## src/tspmtc_pkg.sv

```systemverilog
`default_nettype none

package tspmtc_pkg;

    // Matrix geometry
    localparam int MAX_NODES   = 128;
    localparam int NODE_BITS   = $clog2(MAX_NODES);
    localparam int ROW_BITS    = NODE_BITS + 1;
    localparam int ADDR_BITS   = 2 * NODE_BITS;
    localparam int WEIGHT_BITS = 24;
    localparam int SUM_BITS    = 31;
    localparam logic [SUM_BITS-1:0] SUM_MAX = {SUM_BITS{1'b1}};

    // Configuration port
    localparam int CFG_INDEX_BITS = 2;
    localparam int CFG_DATA_BITS  = 8;
    localparam logic [CFG_INDEX_BITS-1:0] CFG_NODE_COUNT    = 2'd0;
    localparam logic [CFG_INDEX_BITS-1:0] CFG_MATRIX_FORMAT = 2'd1;
    localparam logic [CFG_INDEX_BITS-1:0] CFG_ASYMMETRIC    = 2'd2;
    localparam logic [CFG_DATA_BITS-1:0]  NODE_COUNT_RESET  = 8'd128;

    typedef enum logic [1:0] {
        CMD_BEGIN_LOAD,
        CMD_WEIGHT,
        CMD_TOUR,
        CMD_READ
    } cmd_t;

    typedef enum logic [1:0] {
        FMT_FULL_MATRIX,
        FMT_LOWER_DIAG_ROW,
        FMT_LOWER_ROW,
        FMT_NONE
    } fmt_t;

    typedef enum logic [1:0] {
        STAT_OK,
        STAT_LOAD_FULL,
        STAT_BAD_VERTEX
    } stat_t;

    typedef enum logic [3:0] {
        ST_CLEAR,
        ST_IDLE,
        ST_EXEC,
        ST_MIRROR,
        ST_STEP_ADD,
        ST_CLOSE,
        ST_CLOSE_ADD,
        ST_READ_CAP,
        ST_FINISH
    } state_t;

    // Load cursor position
    typedef struct packed {
        logic [ROW_BITS-1:0]  row;
        logic [NODE_BITS-1:0] col;
    } cursor_t;

    // Controller to datapath
    typedef struct packed {
        logic clr_en;
        logic latch;
        logic exec;
        logic mirror_we;
        logic step_add;
        logic close_rd;
        logic close_add;
        logic read_cap;
        logic emit;
    } ctrl_cmd_t;

    // Datapath to controller
    typedef struct packed {
        cmd_t cmd;
        logic bad_item;
        logic load_full;
        logic asym;
        logic tour_active;
        logic prev_ok;
        logic last;
        logic clear_last;
        logic out_free;
    } dp_status_t;

endpackage

`default_nettype wire

```

## src/tspmtc_ctrl.sv

```systemverilog
`default_nettype none

module tspmtc_ctrl (
    input  wire logic                   aclk,
    input  wire logic                   aresetn,
    input  wire logic                   s_valid,
    output logic                        s_ready,
    input  wire tspmtc_pkg::dp_status_t status,
    output tspmtc_pkg::ctrl_cmd_t       cmd
);

    tspmtc_pkg::state_t state_reg, state_next;

    // State register
    always_ff @(posedge aclk) begin
        if (!aresetn) begin
            state_reg <= tspmtc_pkg::ST_CLEAR;
        end else begin
            state_reg <= state_next;
        end
    end

    // Next state
    always_comb begin
        state_next = state_reg;
        case (state_reg)
            tspmtc_pkg::ST_CLEAR: begin
                if (status.clear_last) state_next = tspmtc_pkg::ST_IDLE;
            end
            tspmtc_pkg::ST_IDLE: begin
                if (s_valid) state_next = tspmtc_pkg::ST_EXEC;
            end
            tspmtc_pkg::ST_EXEC: begin
                case (status.cmd)
                    tspmtc_pkg::CMD_BEGIN_LOAD: begin
                        state_next = tspmtc_pkg::ST_FINISH;
                    end
                    tspmtc_pkg::CMD_WEIGHT: begin
                        if (status.load_full || status.asym) state_next = tspmtc_pkg::ST_FINISH;
                        else state_next = tspmtc_pkg::ST_MIRROR;
                    end
                    tspmtc_pkg::CMD_TOUR: begin
                        if (status.bad_item) state_next = tspmtc_pkg::ST_FINISH;
                        else if (status.tour_active && status.prev_ok)
                            state_next = tspmtc_pkg::ST_STEP_ADD;
                        else if (status.last) state_next = tspmtc_pkg::ST_CLOSE;
                        else state_next = tspmtc_pkg::ST_FINISH;
                    end
                    tspmtc_pkg::CMD_READ: begin
                        if (status.bad_item) state_next = tspmtc_pkg::ST_FINISH;
                        else state_next = tspmtc_pkg::ST_READ_CAP;
                    end
                    default: begin
                        state_next = tspmtc_pkg::ST_FINISH;
                    end
                endcase
            end
            tspmtc_pkg::ST_MIRROR: begin
                state_next = tspmtc_pkg::ST_FINISH;
            end
            tspmtc_pkg::ST_STEP_ADD: begin
                if (status.last) state_next = tspmtc_pkg::ST_CLOSE;
                else state_next = tspmtc_pkg::ST_FINISH;
            end
            tspmtc_pkg::ST_CLOSE: begin
                state_next = tspmtc_pkg::ST_CLOSE_ADD;
            end
            tspmtc_pkg::ST_CLOSE_ADD: begin
                state_next = tspmtc_pkg::ST_FINISH;
            end
            tspmtc_pkg::ST_READ_CAP: begin
                state_next = tspmtc_pkg::ST_FINISH;
            end
            tspmtc_pkg::ST_FINISH: begin
                if (status.out_free) state_next = tspmtc_pkg::ST_IDLE;
            end
            default: begin
                state_next = tspmtc_pkg::ST_CLEAR;
            end
        endcase
    end

    // Command outputs
    always_comb begin
        cmd     = '0;
        s_ready = 1'b0;
        case (state_reg)
            tspmtc_pkg::ST_CLEAR:     cmd.clr_en = 1'b1;
            tspmtc_pkg::ST_IDLE: begin
                s_ready   = 1'b1;
                cmd.latch = s_valid;
            end
            tspmtc_pkg::ST_EXEC:      cmd.exec      = 1'b1;
            tspmtc_pkg::ST_MIRROR:    cmd.mirror_we = 1'b1;
            tspmtc_pkg::ST_STEP_ADD:  cmd.step_add  = 1'b1;
            tspmtc_pkg::ST_CLOSE:     cmd.close_rd  = 1'b1;
            tspmtc_pkg::ST_CLOSE_ADD: cmd.close_add = 1'b1;
            tspmtc_pkg::ST_READ_CAP:  cmd.read_cap  = 1'b1;
            tspmtc_pkg::ST_FINISH:    cmd.emit      = status.out_free;
            default: begin
                cmd = '0;
            end
        endcase
    end

endmodule

`default_nettype wire

```

## config.mk

```make
export PLATFORM = sky130hd
export DESIGN_NAME = tspmtc_ctrl
export DESIGN_NICKNAME = d
export VERILOG_FILES = /design/src/tspmtc_pkg.sv /design/src/tspmtc_ctrl.sv
export SDC_FILE = /design/constraint.sdc
export NUM_CORES = 1
export LEC_CHECK = 0
export BUFFER_PORTS_ARGS = -buffer_cell sky130_fd_sc_hd__clkbuf_2
export CELL_PAD_IN_SITES_DETAIL_PLACEMENT = 1
export CELL_PAD_IN_SITES_GLOBAL_PLACEMENT = 1
export CORE_ASPECT_RATIO = 0.9
export CORE_MARGIN = 3
export CORE_UTILIZATION = 27
export DETAILED_ROUTE_END_ITERATION = 10
export GPL_TIMING_DRIVEN = 0
export HOLD_SLACK_MARGIN = 0.12
export MAX_ROUTING_LAYER = met4
export PLACE_DENSITY = 0.76
export SLEW_MARGIN = 20
export SYNTH_ARGS = -nofsm -noshare
export SYNTH_HDL_FRONTEND = slang
export SYNTH_SLANG_ARGS = --single-unit
```

## constraint.sdc

```tcl
create_clock -name aclk -period 1.7 [get_ports aclk]
set_clock_uncertainty 0.1 [all_clocks]
set_input_delay 0 -clock aclk [delete_from_list [all_inputs] [get_ports aclk]]
set_output_delay 0 -clock aclk [all_outputs]
set_load 0.01 [all_outputs]
```

==> results.toml <==
[worst_setup_path]
cp.arrival_ps = 1640
critPathKind = "in -> reg"
crit_path_end_kind = "register"
start_kind = "input pin"
worst-r2r-cell-count = 5
crit_path_start = "status[9]"
worstReg2RegStart = "state_reg[0]$_SDFFE_PN0P_"
cp_data_required_time_ps = 1760
critPathMaxFanout = 4

[layout]
layout-drive-gt1-share_pct = 37.0
fin_nets = 107
num_antenna_cells = 0
largest_reg_flops = 4
area_growth_pct = 53.3

[logic_synthesis]
synth-edff-count = 0
async_flop_share_pct = 0
synthCells = 60
netlist_area_um2 = 413
synth.net_count = 73
seq_area_frac_synth_pct = 19.4
ys_warn_count = 0
ys_ff_latch = 4
synthFlopType = "dfxtp_1"
synth_area_per_cell_um2 = 6.88
synth_cell_type_count = 25

[clocking]
post-cts-setup-buffer-count = 0
htreeDepth = 1
clk_pin_slew_worst_paths_ps = 40
cts_buffer_depth = 2
clk_latency_ps = 230
root_buffer = "clkbuf_4"
cts_sinks = 4
cts_buffers = 3
cts_tree = "yes"

[power_and_ir_drop]
peakVddDrop_v = 0.000349
powerDensity_nw_per_um2 = 620
total_power_mw = 0.392
cellLeakagePower_nw = 0.293

[run]
drv_cap = 0

[floorplan]
ioPinCount = 23
die_h_um = 43.1
core_um2 = 1340
fp-row-count = 12
die_w_um = 47.2
dieArea_um2 = 2040
start_util_pct = 30.9

[timing]
layout_min_cycle_time_ps = 1580
setup_tns_ps = 0
fmax_mhz = 633
worst-slew-pin-transition_ps = 481
rsz0062_at_grt = "false"
slew_headroom_pct = 67.7
hold-worst-slack_ps = 134
finalSetupViolCount = 0
setup_ws_ps = 121
post-route-period-util_pct = 92.9
hold_violations = 0
final_max_slew_viol_count = 0

[global_route]
antenna_found_initial = 0
grt_max_degree = 11
grt_usage_pct = 17.2
grt_first_pass_wirelength_mm = 2.52
grt_pass1_vias = 561
grt.overflow.total = 0

[placed_design]
gp_congestion = 0.776
place_ws_ps = 200
io_buffers = 22
post-dp-hpwl_mm = 1.05

[worst_hold_path]
hp-class = "in -> reg"
min_path_cells = 5
min_from = "status[3]"

[route]
via_count = 544
wl_per_cell_um = 13.9
drtIter0Drc = 1
via_per_inst = 5.13
antenna_left = 0
routed_wl_mm = 1.47
drt_first_pass_iters = 4
drc = 0

[outcome]
status = "completed"
## Yosys cell counts, types with 2 or more instances
| cell | instances | area (µm²) |
|---|---|---|
| a21oi_1 | 3 | 15.0 |
| buf_2 | 3 | 15.0 |
| dfxtp_1 | 4 | 80.1 |
| inv_1 | 3 | 11.3 |
| nand2_1 | 5 | 18.8 |
| nand2b_1 | 4 | 25.0 |
| nor2_1 | 10 | 37.5 |
| nor3_1 | 5 | 25.0 |
| nor4_1 | 4 | 25.0 |
| o21a_1 | 2 | 15.0 |
| o21ai_0 | 3 | 15.0 |
## worst paths after layout
kind	end	slack, ps
setup reg to reg	state_reg[0]$_SDFFE_PN0P_	180
setup / recovery	state_reg[0]$_SDFFE_PN0P_	120
hold / removal	state_reg[0]$_SDFFE_PN0P_	130
hold reg to reg	state_reg[0]$_SDFFE_PN0P_	600
## metrics by stage
stage          utilization (%)  instance area (µm²)  cells
4_1_cts                   47.4                  633    106
5_1_grt                   47.4                  633    106
3_5_place_dp              40.4                  541     96
6_report                  47.4                  633    106
2_1_floorplan                -                  413     60
3_3_place_gp              40.4                  541     96
## cell usage in the layout, fill, tap and decap left out, types with 2 or more instances in the layout
master	count
clkbuf_2	22
nor2_1	10
dlygate4sd3_1	7
nor3_1	5
nand2_1	5
nand2b_1	4
nor4_1	4
dfxtp_1	4
buf_2	3
inv_1	3
a21oi_1	3
clkbuf_4	3
o21a_1	2
o21ai_0	2
## what timing repair did
action / 4_1_cts / 5_1_grt
gates resized for setup: 0 / 1
endpoints found under the hold margin: 4 / 0
setup endpoints to repair: 0 / 1
hold buffers: 7 / 0
## area by class of cell
class	count	area, µm²
Timing Repair Buffer	29	180
Multi-Input combinational cell	49	295
Buffer	4	26.3
Fill cell	176	703
Sequential cell	4	80.1
Inverter	3	11.3
Tap cell	14	17.5
Clock buffer	3	22.5
## metal layers
metal / routed length [µm] / share of wire (%) / track usage (%) / up-vias
met5: 0 / 0 / - / -
met4: 0 / 0 / 4.97 / 0
met3: 38 / 2.6 / 1.27 / 0
met2: 708 / 48 / 25.7 / 9
met1: 726 / 49 / 24.1 / 252
li1: - / - / - / 283
## worst max-delay path: stages
cell and delay, ps:
dlygate4sd3_1 520, clkbuf_2 140, nor2_1 40, dlygate4sd3_1 550, a211o_1 270, a21oi_1 110
## kinds of logic after synthesis
group / count (synthesis) / synth area share [%]
buf+inv: 7 / 9.09
flops: 4 / 19.4
compound gates: 14 / 25.5
simple gates: 35 / 46.1
## power breakdown
part / switching, mW / internal (mW)
Sequential: 0.00645 / 0.103
Clock: 0.0335 / 0.0786
Combinational: 0.0944 / 0.0767
Note: power is estimated with default switching activity, not from simulation.
